**config.mk**
```make
export PLATFORM = sky130hd
export DESIGN_NAME = multicore_job_dispatcher_top
export DESIGN_NICKNAME = d
export VERILOG_FILES = /design/src/design/mjd_pkg.sv /design/src/design/multicore_job_dispatcher_top.sv
export SDC_FILE = /design/constraint.sdc
export NUM_CORES = 2
export LEC_CHECK = 0
export BUFFER_PORTS_ARGS = -buffer_cell sky130_fd_sc_hd__buf_2
export CAP_MARGIN = 20
export CORE_ASPECT_RATIO = 1.4
export CORE_MARGIN = 3
export CORE_UTILIZATION = 30
export DETAILED_ROUTE_END_ITERATION = 10
export GPL_ROUTABILITY_DRIVEN = 0
export REMOVE_ABC_BUFFERS = 1
export SLEW_MARGIN = 20
export SYNTH_ARGS = -nofsm -noshare
export SYNTH_HDL_FRONTEND = slang
export SYNTH_SLANG_ARGS = --single-unit
```
**constraint.sdc**
```tcl
create_clock -name clk -period 18.2 [get_ports clk]
set_input_delay 2.73 -clock clk [delete_from_list [all_inputs] [get_ports clk]]
set_output_delay 2.73 -clock clk [all_outputs]
set_load 0.02 [all_outputs]
```
**src/design/mjd_pkg.sv**
```systemverilog
// Shared types and constants for the multicore job dispatcher.
`timescale 1ns / 1ps

package mjd_pkg;

  localparam int QUEUE_DEPTH = 16;
  localparam int MAX_CORES   = 32;
  localparam int TICK_BITS   = 16;

  localparam int QW      = (QUEUE_DEPTH > 1) ? $clog2(QUEUE_DEPTH) : 1;
  localparam int QCNT_W  = $clog2(QUEUE_DEPTH + 1);
  localparam int SW      = (MAX_CORES > 1) ? $clog2(MAX_CORES) : 1;
  localparam int CORE_W  = 6;
  localparam int QCAP_W  = 5;
  localparam int STAT_W  = 24;
  localparam int CFG_AW  = 1;
  localparam int CFG_DW  = 6;

  localparam logic [STAT_W-1:0] STAT_MAX = {STAT_W{1'b1}};

  localparam logic [QCAP_W-1:0] QCAP_RESET  = 5'd16;
  localparam logic [CORE_W-1:0] CORES_RESET = 6'd32;

  localparam logic [CFG_AW-1:0] REG_QUEUE_CAPACITY = 1'b0;
  localparam logic [CFG_AW-1:0] REG_CORE_COUNT     = 1'b1;

  localparam logic [1:0] ARR_NONE   = 2'd0;
  localparam logic [1:0] ARR_QUEUED = 2'd1;
  localparam logic [1:0] ARR_FULL   = 2'd2;
  localparam logic [1:0] ARR_WIDE   = 2'd3;

  typedef struct packed {
    logic                 job_arrives;
    logic [CORE_W-1:0]    job_cores;
    logic [TICK_BITS-1:0] job_ticks;
  } job_in_t;

  typedef struct packed {
    logic [CORE_W-1:0]    cores;
    logic [TICK_BITS-1:0] ticks;
  } job_entry_t;

  typedef struct packed {
    logic [1:0]        arrival_status;
    logic              dispatched;
    logic [5:0]        completed_now;
    logic              idle_tick;
    logic [5:0]        free_cores;
    logic [4:0]        queue_fill;
    logic [STAT_W-1:0] tasks_generated;
    logic [STAT_W-1:0] total_completed;
    logic [STAT_W-1:0] total_queue_full;
    logic [STAT_W-1:0] total_too_wide;
    logic [STAT_W-1:0] total_idle;
  } result_t;

endpackage

```
**src/design/multicore_job_dispatcher_top.sv**
```systemverilog
// Each request passes the states ARR, HEAD and DISP, a walk over the run slots (SCAN) and
// DONE; a new request is taken only in IDLE, once the result of the last one is registered.
// The walk reads the run slot memory one slot per cycle.
// The output register holds a result while the next request is taken in.
// Reset (rst_n low, synchronous) empties the queue and run slots, clears the
// counters and loads queue_capacity 16 and core_count 32.
`timescale 1ns / 1ps

module multicore_job_dispatcher_top (
  input  logic                    clk,
  input  logic                    rst_n,
  input  logic                    in_valid,
  output logic                    in_ready,
  input  mjd_pkg::job_in_t        in_data,
  output logic                    out_valid,
  input  logic                    out_ready,
  output mjd_pkg::result_t        out_data,
  input  logic                    cfg_we,
  input  logic [mjd_pkg::CFG_AW-1:0] cfg_addr,
  input  logic [mjd_pkg::CFG_DW-1:0] cfg_wdata
);
  import mjd_pkg::*;

  localparam logic [2:0] S_IDLE = 3'd0;
  localparam logic [2:0] S_ARR  = 3'd1;
  localparam logic [2:0] S_HEAD = 3'd2;
  localparam logic [2:0] S_DISP = 3'd3;
  localparam logic [2:0] S_SCAN = 3'd4;
  localparam logic [2:0] S_DONE = 3'd5;

  function automatic logic [STAT_W-1:0] sat_inc(input logic [STAT_W-1:0] v);
    sat_inc = (v == STAT_MAX) ? v : STAT_W'(v + 1'b1);
  endfunction

  // Storage
  job_entry_t           q_mem [QUEUE_DEPTH];
  logic [TICK_BITS-1:0] slot_ticks_mem [MAX_CORES];
  logic [CORE_W-1:0]    slot_cores_mem [MAX_CORES];

  logic [2:0]           state_r, state_nxt;
  job_in_t              in_r, in_nxt;
  logic [QCAP_W-1:0]    qcap_r;
  logic [CORE_W-1:0]    core_cfg_r;
  logic [QW-1:0]        q_head_r, q_head_nxt;
  logic [QCNT_W-1:0]    q_count_r, q_count_nxt;
  logic [MAX_CORES-1:0] slot_valid_r, slot_valid_nxt;
  logic [CORE_W-1:0]    busy_r, busy_nxt;
  logic [STAT_W-1:0]    gen_r, gen_nxt, compl_r, compl_nxt, full_r, full_nxt;
  logic [STAT_W-1:0]    wide_r, wide_nxt, idle_cnt_r, idle_cnt_nxt;
  logic [1:0]           status_r, status_nxt;
  logic                 disp_r, disp_nxt;
  logic                 pend_r, pend_nxt;
  logic                 idle_r, idle_nxt;
  logic [5:0]           done_r, done_nxt;
  logic [SW:0]          scan_idx_r, scan_idx_nxt;
  logic                 out_valid_r, out_valid_nxt;
  result_t              out_data_r, out_data_nxt;
  job_entry_t           q_rd_r;
  logic [TICK_BITS-1:0] s_rd_ticks_r;
  logic [CORE_W-1:0]    s_rd_cores_r;

  // Memory controls
  logic                 q_we;
  logic [QW-1:0]        q_waddr;
  logic                 s_we;
  logic [SW-1:0]        s_waddr;
  logic [TICK_BITS-1:0] s_wticks;
  logic [CORE_W-1:0]    s_wcores;

  // Working values
  logic [QCNT_W-1:0]    eff_cap;
  logic [CORE_W-1:0]    ncores;
  logic [QW:0]          tail_sum;
  logic [QW-1:0]        tail;
  logic [SW:0]          proc_idx;
  logic [SW-1:0]        pj;
  logic                 is_disp;
  logic                 v_eff;
  logic [TICK_BITS-1:0] t_eff;
  logic [CORE_W-1:0]    c_eff;

  assign eff_cap = (32'(qcap_r) > 32'(QUEUE_DEPTH)) ? QCNT_W'(QUEUE_DEPTH)
                                                     : QCNT_W'(qcap_r);
  assign ncores  = (32'(core_cfg_r) > 32'(MAX_CORES)) ? CORE_W'(MAX_CORES) : core_cfg_r;

  assign tail_sum = (QW+1)'(q_head_r) + (QW+1)'(q_count_r);
  assign tail     = (32'(tail_sum) >= 32'(QUEUE_DEPTH))
                    ? QW'(tail_sum - (QW+1)'(QUEUE_DEPTH)) : tail_sum[QW-1:0];

  assign proc_idx = scan_idx_r - 1'b1;
  assign pj       = proc_idx[SW-1:0];
  // The job dispatched this tick takes the first free slot that the walk meets.
  assign is_disp  = pend_r && !slot_valid_r[pj];
  assign v_eff    = slot_valid_r[pj] || is_disp;
  assign t_eff    = is_disp ? q_rd_r.ticks : s_rd_ticks_r;
  assign c_eff    = is_disp ? q_rd_r.cores : s_rd_cores_r;

  assign in_ready  = (state_r == S_IDLE);
  assign out_valid = out_valid_r;
  assign out_data  = out_data_r;

  always_comb begin
    state_nxt      = state_r;
    in_nxt         = in_r;
    q_head_nxt     = q_head_r;
    q_count_nxt    = q_count_r;
    slot_valid_nxt = slot_valid_r;
    busy_nxt       = busy_r;
    gen_nxt        = gen_r;
    compl_nxt      = compl_r;
    full_nxt       = full_r;
    wide_nxt       = wide_r;
    idle_cnt_nxt   = idle_cnt_r;
    status_nxt     = status_r;
    disp_nxt       = disp_r;
    pend_nxt       = pend_r;
    idle_nxt       = idle_r;
    done_nxt       = done_r;
    scan_idx_nxt   = scan_idx_r;
    out_valid_nxt  = out_valid_r;
    out_data_nxt   = out_data_r;
    q_we           = 1'b0;
    q_waddr        = tail;
    s_we           = 1'b0;
    s_waddr        = pj;
    s_wticks       = TICK_BITS'(t_eff - 1'b1);
    s_wcores       = c_eff;

    if (out_valid_r && out_ready) begin
      out_valid_nxt = 1'b0;
    end

    case (state_r)
      S_IDLE: begin
        if (in_valid) begin
          in_nxt    = in_data;
          state_nxt = S_ARR;
        end
      end
      S_ARR: begin
        status_nxt = ARR_NONE;
        done_nxt   = '0;
        if (in_r.job_arrives) begin
          if (q_count_r >= eff_cap) begin
            status_nxt = ARR_FULL;
            full_nxt   = sat_inc(full_r);
          end else begin
            gen_nxt = sat_inc(gen_r);
            if (in_r.job_cores > ncores) begin
              status_nxt = ARR_WIDE;
              wide_nxt   = sat_inc(wide_r);
            end else begin
              q_we        = 1'b1;
              q_count_nxt = QCNT_W'(q_count_r + 1'b1);
              status_nxt  = ARR_QUEUED;
            end
          end
        end
        state_nxt = S_HEAD;
      end
      S_HEAD: begin
        state_nxt = S_DISP;
      end
      S_DISP: begin
        idle_nxt = (q_count_r == '0) && !(|slot_valid_r);
        if (idle_nxt) begin
          idle_cnt_nxt = sat_inc(idle_cnt_r);
        end
        disp_nxt = 1'b0;
        pend_nxt = 1'b0;
        if ((q_count_r != '0) && (busy_r <= ncores) &&
            (q_rd_r.cores <= CORE_W'(ncores - busy_r)) && !(&slot_valid_r)) begin
          disp_nxt    = 1'b1;
          pend_nxt    = 1'b1;
          busy_nxt    = CORE_W'(busy_r + q_rd_r.cores);
          q_count_nxt = QCNT_W'(q_count_r - 1'b1);
          q_head_nxt  = (32'(q_head_r) == QUEUE_DEPTH - 1) ? '0 : QW'(q_head_r + 1'b1);
        end
        scan_idx_nxt = '0;
        state_nxt    = S_SCAN;
      end
      S_SCAN: begin
        // Slot memory data for slot scan_idx_r-1 arrived this cycle.
        if (scan_idx_r != '0) begin
          if (is_disp) begin
            pend_nxt = 1'b0;
          end
          if (v_eff) begin
            if (t_eff <= TICK_BITS'(1)) begin
              slot_valid_nxt[pj] = 1'b0;
              busy_nxt           = (busy_r >= c_eff) ? CORE_W'(busy_r - c_eff) : '0;
              done_nxt           = 6'(done_r + 1'b1);
              compl_nxt          = sat_inc(compl_r);
            end else begin
              slot_valid_nxt[pj] = 1'b1;
              s_we               = 1'b1;
            end
          end
        end
        if (32'(scan_idx_r) == MAX_CORES) begin
          state_nxt = S_DONE;
        end else begin
          scan_idx_nxt = (SW+1)'(scan_idx_r + 1'b1);
        end
      end
      S_DONE: begin
        if (!out_valid_r || out_ready) begin
          out_valid_nxt                = 1'b1;
          out_data_nxt.arrival_status  = status_r;
          out_data_nxt.dispatched      = disp_r;
          out_data_nxt.completed_now   = done_r;
          out_data_nxt.idle_tick       = idle_r;
          out_data_nxt.free_cores      = (busy_r < ncores) ? CORE_W'(ncores - busy_r) : '0;
          out_data_nxt.queue_fill      = 5'(q_count_r);
          out_data_nxt.tasks_generated = gen_r;
          out_data_nxt.total_completed = compl_r;
          out_data_nxt.total_queue_full = full_r;
          out_data_nxt.total_too_wide  = wide_r;
          out_data_nxt.total_idle      = idle_cnt_r;
          state_nxt                    = S_IDLE;
        end
      end
      default: begin
        state_nxt = S_IDLE;
      end
    endcase
  end

  always_ff @(posedge clk) begin
    if (!rst_n) begin
      state_r      <= S_IDLE;
      qcap_r       <= QCAP_RESET;
      core_cfg_r   <= CORES_RESET;
      q_head_r     <= '0;
      q_count_r    <= '0;
      slot_valid_r <= '0;
      busy_r       <= '0;
      gen_r        <= '0;
      compl_r      <= '0;
      full_r       <= '0;
      wide_r       <= '0;
      idle_cnt_r   <= '0;
      pend_r       <= 1'b0;
      scan_idx_r   <= '0;
      out_valid_r  <= 1'b0;
    end else begin
      state_r      <= state_nxt;
      q_head_r     <= q_head_nxt;
      q_count_r    <= q_count_nxt;
      slot_valid_r <= slot_valid_nxt;
      busy_r       <= busy_nxt;
      gen_r        <= gen_nxt;
      compl_r      <= compl_nxt;
      full_r       <= full_nxt;
      wide_r       <= wide_nxt;
      idle_cnt_r   <= idle_cnt_nxt;
      pend_r       <= pend_nxt;
      scan_idx_r   <= scan_idx_nxt;
      out_valid_r  <= out_valid_nxt;
      if (cfg_we) begin
        case (cfg_addr)
          REG_QUEUE_CAPACITY: qcap_r     <= cfg_wdata[QCAP_W-1:0];
          REG_CORE_COUNT:     core_cfg_r <= cfg_wdata[CORE_W-1:0];
          default: begin
          end
        endcase
      end
    end
  end

  always_ff @(posedge clk) begin
    in_r       <= in_nxt;
    status_r   <= status_nxt;
    disp_r     <= disp_nxt;
    idle_r     <= idle_nxt;
    done_r     <= done_nxt;
    out_data_r <= out_data_nxt;
  end

  // Wait queue: written at the tail, head read registered.
  always_ff @(posedge clk) begin
    if (q_we) begin
      q_mem[q_waddr] <= '{cores: in_r.job_cores, ticks: in_r.job_ticks};
    end
    if (state_r == S_HEAD) begin
      q_rd_r <= q_mem[q_head_r];
    end
  end

  // Run slot memory: one write and one registered read per cycle of the walk.
  always_ff @(posedge clk) begin
    if (s_we) begin
      slot_ticks_mem[s_waddr] <= s_wticks;
      slot_cores_mem[s_waddr] <= s_wcores;
    end
    if ((state_r == S_SCAN) && (32'(scan_idx_r) < MAX_CORES)) begin
      s_rd_ticks_r <= slot_ticks_mem[scan_idx_r[SW-1:0]];
      s_rd_cores_r <= slot_cores_mem[scan_idx_r[SW-1:0]];
    end
  end

endmodule

```
Yosys cells after proc, flatten, opt, wreduce, memory -nomap -nowiden
Memories as Yosys holds them, arrays and structs flattened. A register that Yosys moved wholly into a read port is not among the register bits.
Index checks and enable logic that the tools add are counted.
{"block": "totals", "ff_bits": 363, "ram_bits": 1056, "input_bits": 35, "out_inout_bits": 143, "elab_cells": 196, "memories": 3}
{"name": "slot_ticks_mem", "depth": 32, "word_bits": 16, "read_ports": 1, "rd_ports_with_merged_regs": 1, "write_ports": 1, "line_no": "multicore_job_dispatcher_top.sv:37", "source": "logic [TICK_BITS-1:0] slot_ticks_mem [MAX_CORES];"}
{"name": "q_mem", "depth": 16, "word_bits": 22, "read_ports": 1, "rd_ports_with_merged_regs": 1, "write_ports": 1, "line_no": "multicore_job_dispatcher_top.sv:36", "source": "job_entry_t q_mem [QUEUE_DEPTH];"}
{"name": "slot_cores_mem", "depth": 32, "word_bits": 6, "read_ports": 1, "rd_ports_with_merged_regs": 1, "write_ports": 1, "line_no": "multicore_job_dispatcher_top.sv:38", "source": "logic [CORE_W-1:0] slot_cores_mem [MAX_CORES];"}
{"block": "op_classes", "n_addsub": 17, "magnitude_cmp": 13, "n_eq_ne": 24, "mux": 53, "bitwise": 11, "reduce_logical": 41}
{"operator": "$add 24x1->24 const B", "count": 5}
{"operator": "$eq 24x24->1 const B", "count": 5}
{"operator": "$mux 6", "count": 11}
{"operator": "$pmux 6 s2", "count": 3}
{"operator": "$and 32x32->32", "count": 1}
{"operator": "$mux 32", "count": 1}
{"operator": "$not 32->32", "count": 1}
{"operator": "$or 32x32->32", "count": 1}
{"operator": "$reduce_and 32->1", "count": 1}
{"operator": "$reduce_or 32->1", "count": 1}
{"operator": "$mux 5", "count": 5}
{"operator": "$ne 2x2->1 const B", "count": 12}
{"operator": "$mux 1", "count": 20}
{"operator": "$reduce_and 5->1", "count": 4}
{"operator": "$pmux 3 s6", "count": 1}
{"operator": "$le 16x1->1 const B", "count": 1}
{"operator": "$mux 16", "count": 1}
{"operator": "$sub 16x1->16 const B", "count": 1}
{"operator": "$add 6x1->6 const B", "count": 2}
{"operator": "$le 6x6->1", "count": 2}
{"operator": "$reduce_and 2->1", "count": 6}
{"operator": "$reduce_and 3->1", "count": 4}
{"operator": "$reduce_and 4->1", "count": 3}
{"operator": "$sub 6x6->6", "count": 2}
{"operator": "38 further kinds", "count": 65}

Depth between registers and ports, before layout
{"block": "depth", "depth_word": 13, "depth_mapped": 27, "depth_no_buf": 20}

Worst setup path before layout
OpenSTA, ideal clock, no wires.
{"block": "synth_timing", "path_kind": "input to register", "from": "input out_ready", "to": "register out_data_r (netlist bit out_data[0]), enable pin", "setup_ps": 643, "arrival_time_ps": 8625, "required_ps": 17557, "path_slack_ps": 8932, "stages": 2, "n_path_buf": 0, "cell_sequence": "nor2b_1 -> nor2_1"}
{"block": "synth_via", "elab_chain_len": 2}
{"item": "start: declaration", "line_no": "multicore_job_dispatcher_top.sv:16", "source": "input logic out_ready,"}
{"item": "$logic_or 1x1->1", "line_no": "multicore_job_dispatcher_top.sv:207", "source": "if (!out_valid_r || out_ready) begin"}
{"item": "$reduce_and 2->1 (no line)"}
{"item": "end signal: assignment", "line_no": "multicore_job_dispatcher_top.sv:277", "source": "out_data_r <= out_data_nxt;"}
{"item": "end: declaration", "line_no": "multicore_job_dispatcher_top.sv:57", "source": "result_t out_data_r, out_data_nxt;"}
No other way between the ends.
A chain may end at the register's enable or synchronous reset.

Worst setup path in the final report
{"block": "layout_timing", "from": "register scan_idx_r[1]", "to": "memory slot_ticks_mem[28][9], enable pin"}
{"block": "layout_via", "elab_chain_len": 13, "word_cells_on_any_way": 15, "cone_classes": "add/sub (1); order compare (1); mux (9); reduce/logical (4)"}
{"item": "start: declaration", "line_no": "multicore_job_dispatcher_top.sv:55", "source": "logic [SW:0] scan_idx_r, scan_idx_nxt;"}
{"item": "start signal: assignment", "line_no": "multicore_job_dispatcher_top.sv:258", "source": "scan_idx_r <= scan_idx_nxt;"}
{"item": "$sub 5x1->5", "line_no": "multicore_job_dispatcher_top.sv:90", "source": "assign proc_idx = scan_idx_r - 1'b1;"}
{"item": "$bmux 1 s5", "line_no": "multicore_job_dispatcher_top.sv:93, multicore_job_dispatcher_top.sv:94"}
{"item": "$mux 1 (not written as such)", "line_no": "multicore_job_dispatcher_top.sv:93, multicore_job_dispatcher_top.sv:94"}
{"item": "$logic_not 1->1", "line_no": "multicore_job_dispatcher_top.sv:93", "source": "assign is_disp = pend_r && !slot_valid_r[pj];"}
{"item": "$logic_and 1x1->1", "line_no": "multicore_job_dispatcher_top.sv:93"}
{"item": "$mux 16", "line_no": "multicore_job_dispatcher_top.sv:95", "source": "assign t_eff = is_disp ? q_rd_r.ticks : s_rd_ticks_r;"}
{"item": "$le 16x1->1", "line_no": "multicore_job_dispatcher_top.sv:189", "source": "if (t_eff <= TICK_BITS'(1)) begin"}
{"item": "$mux 1", "line_no": "multicore_job_dispatcher_top.sv:189"}
{"item": "$mux 1", "line_no": "multicore_job_dispatcher_top.sv:188", "source": "if (v_eff) begin"}
{"item": "$mux 1", "line_no": "multicore_job_dispatcher_top.sv:184", "source": "if (scan_idx_r != '0) begin"}
{"item": "$mux 1", "line_no": "multicore_job_dispatcher_top.sv:133", "source": "case (state_r)"}
{"item": "$mux 1", "line_no": "multicore_job_dispatcher_top.sv:292", "source": "if (s_we) begin"}
{"item": "$mux 1 (not written as such)", "line_no": "multicore_job_dispatcher_top.sv:293", "source": "slot_ticks_mem[s_waddr] <= s_wticks;"}
{"item": "end: declaration", "line_no": "multicore_job_dispatcher_top.sv:37"}
Parallel ways exist; a longest one is shown, timed or not. The select of a mux whose other input is x is not followed.

==> impl_metrics.toml <==
[setup_path]
cp.required_ps = 18660
crit_chain = "inv_1, ha_1, nor2b_1, a22oi_1, clkbuf_4, o221ai_1, o21ai_4, buf_4, mux2_2, inv_1, ha_1, o21ai_0, nand4bb_1, o211ai_1, a21boi_1, buf_4, nand3b_1, buf_4, nor2_2, buf_4"
critical-path-slowest-cell = "dfxtp_4"
cpMostUsedCell = "buf_4"
startpoint_type = "register"
crit_arrival_ps = 8370
slowest_delay_ps = 1040
crit_type = "register to register"
cp-end-kind = "register"
cpLargestDelayFamily = "buffers and inverters"
critPathMaxFanout = 69
cp_num_buf_inv = 7
reg2reg_setup_slack_ps = 10280

[clock_network]
clk_latency_ps = 760
cts_buffer_depth = 3
cts-resized-gates = 0
cts.sink_count = 1463
cts_hold_buf = 0
numCtsBuffers = 130
root_buffer = "clkbuf_16"
clkTransAtPathRegs_ps = 70
cts_max_level = 4
post-cts-setup-buffers = 0
cts_tree = "yes"

[sta]
hold_viol = 0
tns_ps = 0
slew_violations = 0
fin_crit_sh_pct = 43.49
rsz0062_at_grt = "no"
setup_viol = 0
skew_ps = 33.79
fin_crit_ps = 7915
worstMarginPinSlew_ps = 1107
slew_headroom_pct = 26.03
fmax_ghz = 0.1263

[final_layout]
area_growth_pct = 15.35
nNetsFinal = 3519
layout_commonest_cell = "edfxtp_1"
drive_above_1_share_pct = 26.10
final_core_util_pct = 34.83
mostFrequentLayoutCells = "edfxtp_1, mux4_2, dfxtp_1"

[routing]
wl_per_cell_microns = 23.30
drtAntennaViolNets = 0
drtIter0Drc = 2637
via_per_inst = 4.938
routed-via-count = 29788
drt-pass1-iter-count = 6
drt-total-wl_microns = 140500
drc_errors = 0

[yosys]
synth_fa_ha_area_share_pct = 1.341
synth-edff-count = 1274
synth_seq_cells = 1463
synth_area_sq_um = 57850
async_reset_ff_share_pct = 0
synthFlopType = "edfxtp_1"
yosysSeqAreaShare_pct = 72.67
synth_compound_area_share_pct = 2.935
synth_top_family_by_area = "multiplexers"
yosysUniqueCellTypes = 70
avgSynthCellArea_sq_um = 18.23
synth_xor_area_share_pct = 1.847
synth_cells = 3174
synthMuxAreaShare_pct = 14.13
yosysWarnings = 0
synth-simple-area-share_pct = 5.693

[outcome]
status = "complete, no violations"

[flow_run]
drv_cap = 0

[power_and_ir_drop]
vdd_drop_max_mv = 0.1094
p_leak_nw = 20.86
cellPowerDensity_nw_per_um2 = 99.01

[die]
die_x_microns = 377.1
start_util_pct = 30.19
die_h_microns = 525.6
row_count = 190
ios = 178
die_area_sq_um = 198200
core_area_sq_um = 191600

[grt]
grt_pass1_vias = 30522
track_usage_pct = 14.11
gr-total-overflow = 0
antenna_found_initial = 11
grt_max_degree = 118
grt_pass1_wl_microns = 208100

[placed_design]
io_buffers = 177
place_hpwl_microns = 90730

[worst_hold_path]
min_path_type = "register to register"
[cell usage after synthesis, types with 25 or more instances]
library cell / count / share of area, %
o21ai_0: 42 / 0.36
and3_1: 31 / 0.34
mux2_2: 25 / 0.49
a21oi_1: 87 / 0.75
nor3_1: 46 / 0.40
mux2i_1: 28 / 0.48
mux4_2: 338 / 13
nor4_1: 26 / 0.28
xor2_1: 50 / 0.76
or3_1: 47 / 0.51
xnor2_1: 72 / 1.1
buf_1: 30 / 0.19
inv_1: 59 / 0.38
ha_1: 54 / 1.2
clkbuf_1: 115 / 0.75
nand4_1: 43 / 0.47
nor2_1: 192 / 1.2
nand3_1: 54 / 0.47
edfxtp_1: 1274 / 66
nand2_1: 131 / 0.85
dfxtp_1: 189 / 6.5
[logic make-up after synthesis]
logic type                 after synthesis
muxes                                  391
and+or+nand+nor                        659
AOI/OAI and AO/OA                      271
DFF                                   1463
buffers and inverters                  209
xor gates and xnor gates               122
adders and majority gates               59
[final timing paths]
check | startpoint | to | cells past startpoint
worst min register to register | status_r[0] | out_data[139] | 0
worst max register to register | scan_idx_r[1] | slot_ticks_mem[28][9] | 20
worst min-delay path | status_r[0] | out_data[139] | 0
worst max-delay path | scan_idx_r[1] | slot_ticks_mem[28][9] | 20
[flip-flops by register name, summed over array words and instances (netlist names), 16 cells and up, named ones only]
register,cells
s_rd_ticks_r,16
gen_r,24
in_r,23
compl_r,24
q_rd_r,22
slot_ticks_mem,512
idle_cnt_r,24
wide_r,24
q_mem,352
full_r,24
slot_cores_mem,192
out_data,141
[metrics by stage]
| step | instance area [sq um] | worst slack (ps) | total power [mW] | hold slack [ps] | std cells |
|---|---|---|---|---|---|
| after CTS | 66650 | 9828 | 6.680 | 429.1 | 6025 |
| after global routing | 66720 | 9772 | 6.817 | 443.4 | 6030 |
| final | 66730 | 10280 | 6.607 | 440.0 | 6032 |
| after floorplan | 57270 | 2743 | 3.837 | 400.3 | 3025 |
| after detailed placement | 62350 | 9847 | 3.908 | 409.0 | 5785 |
| after global placement | 62280 | 10100 | 3.904 | 417.6 | 5782 |
[where the power goes]
group	switching, mW	internal, mW	leakage (nW)
logic	0.0990	0.0522	5.74
registers	0.0307	3.65	13.0
clock network	1.25	1.52	2.10
total	1.38	5.23	20.9
[worst register-to-register path: stages (launching register included)]
cell and delay (ps):
dfxtp_4 1040, inv_1 250, ha_1 390, nor2b_1 210
a22oi_1 390, clkbuf_4 320, o221ai_1 370, o21ai_4 250
buf_4 520, mux2_2 450, inv_1 800, ha_1 530
o21ai_0 140, nand4bb_1 290, o211ai_1 180, a21boi_1 220
buf_4 250, nand3b_1 310, buf_4 370, nor2_2 70
buf_4 250
[layout make-up]
type / count / area, sq um
flip-flops and latches: 1463 / 42060
clock buffers: 161 / 3422
clock inverters: 79 / 870.8
inverters: 60 / 231.5
fillers: 17977 / 124900
multi-input cells: 1502 / 15350
repair buffers: 268 / 1665
well taps: 2496 / 3123
diodes: 3 / 7.507
[metal layers]
metal  track usage (%)  vias up  share of wire, %
li1                  -    13187                 -
met1             18.39    15584                41
met2             24.31      839                50
met3             1.977      178               4.9
met4             4.347        0               3.2
met5                 0        -                 0
(Power assumes the default switching activity.)
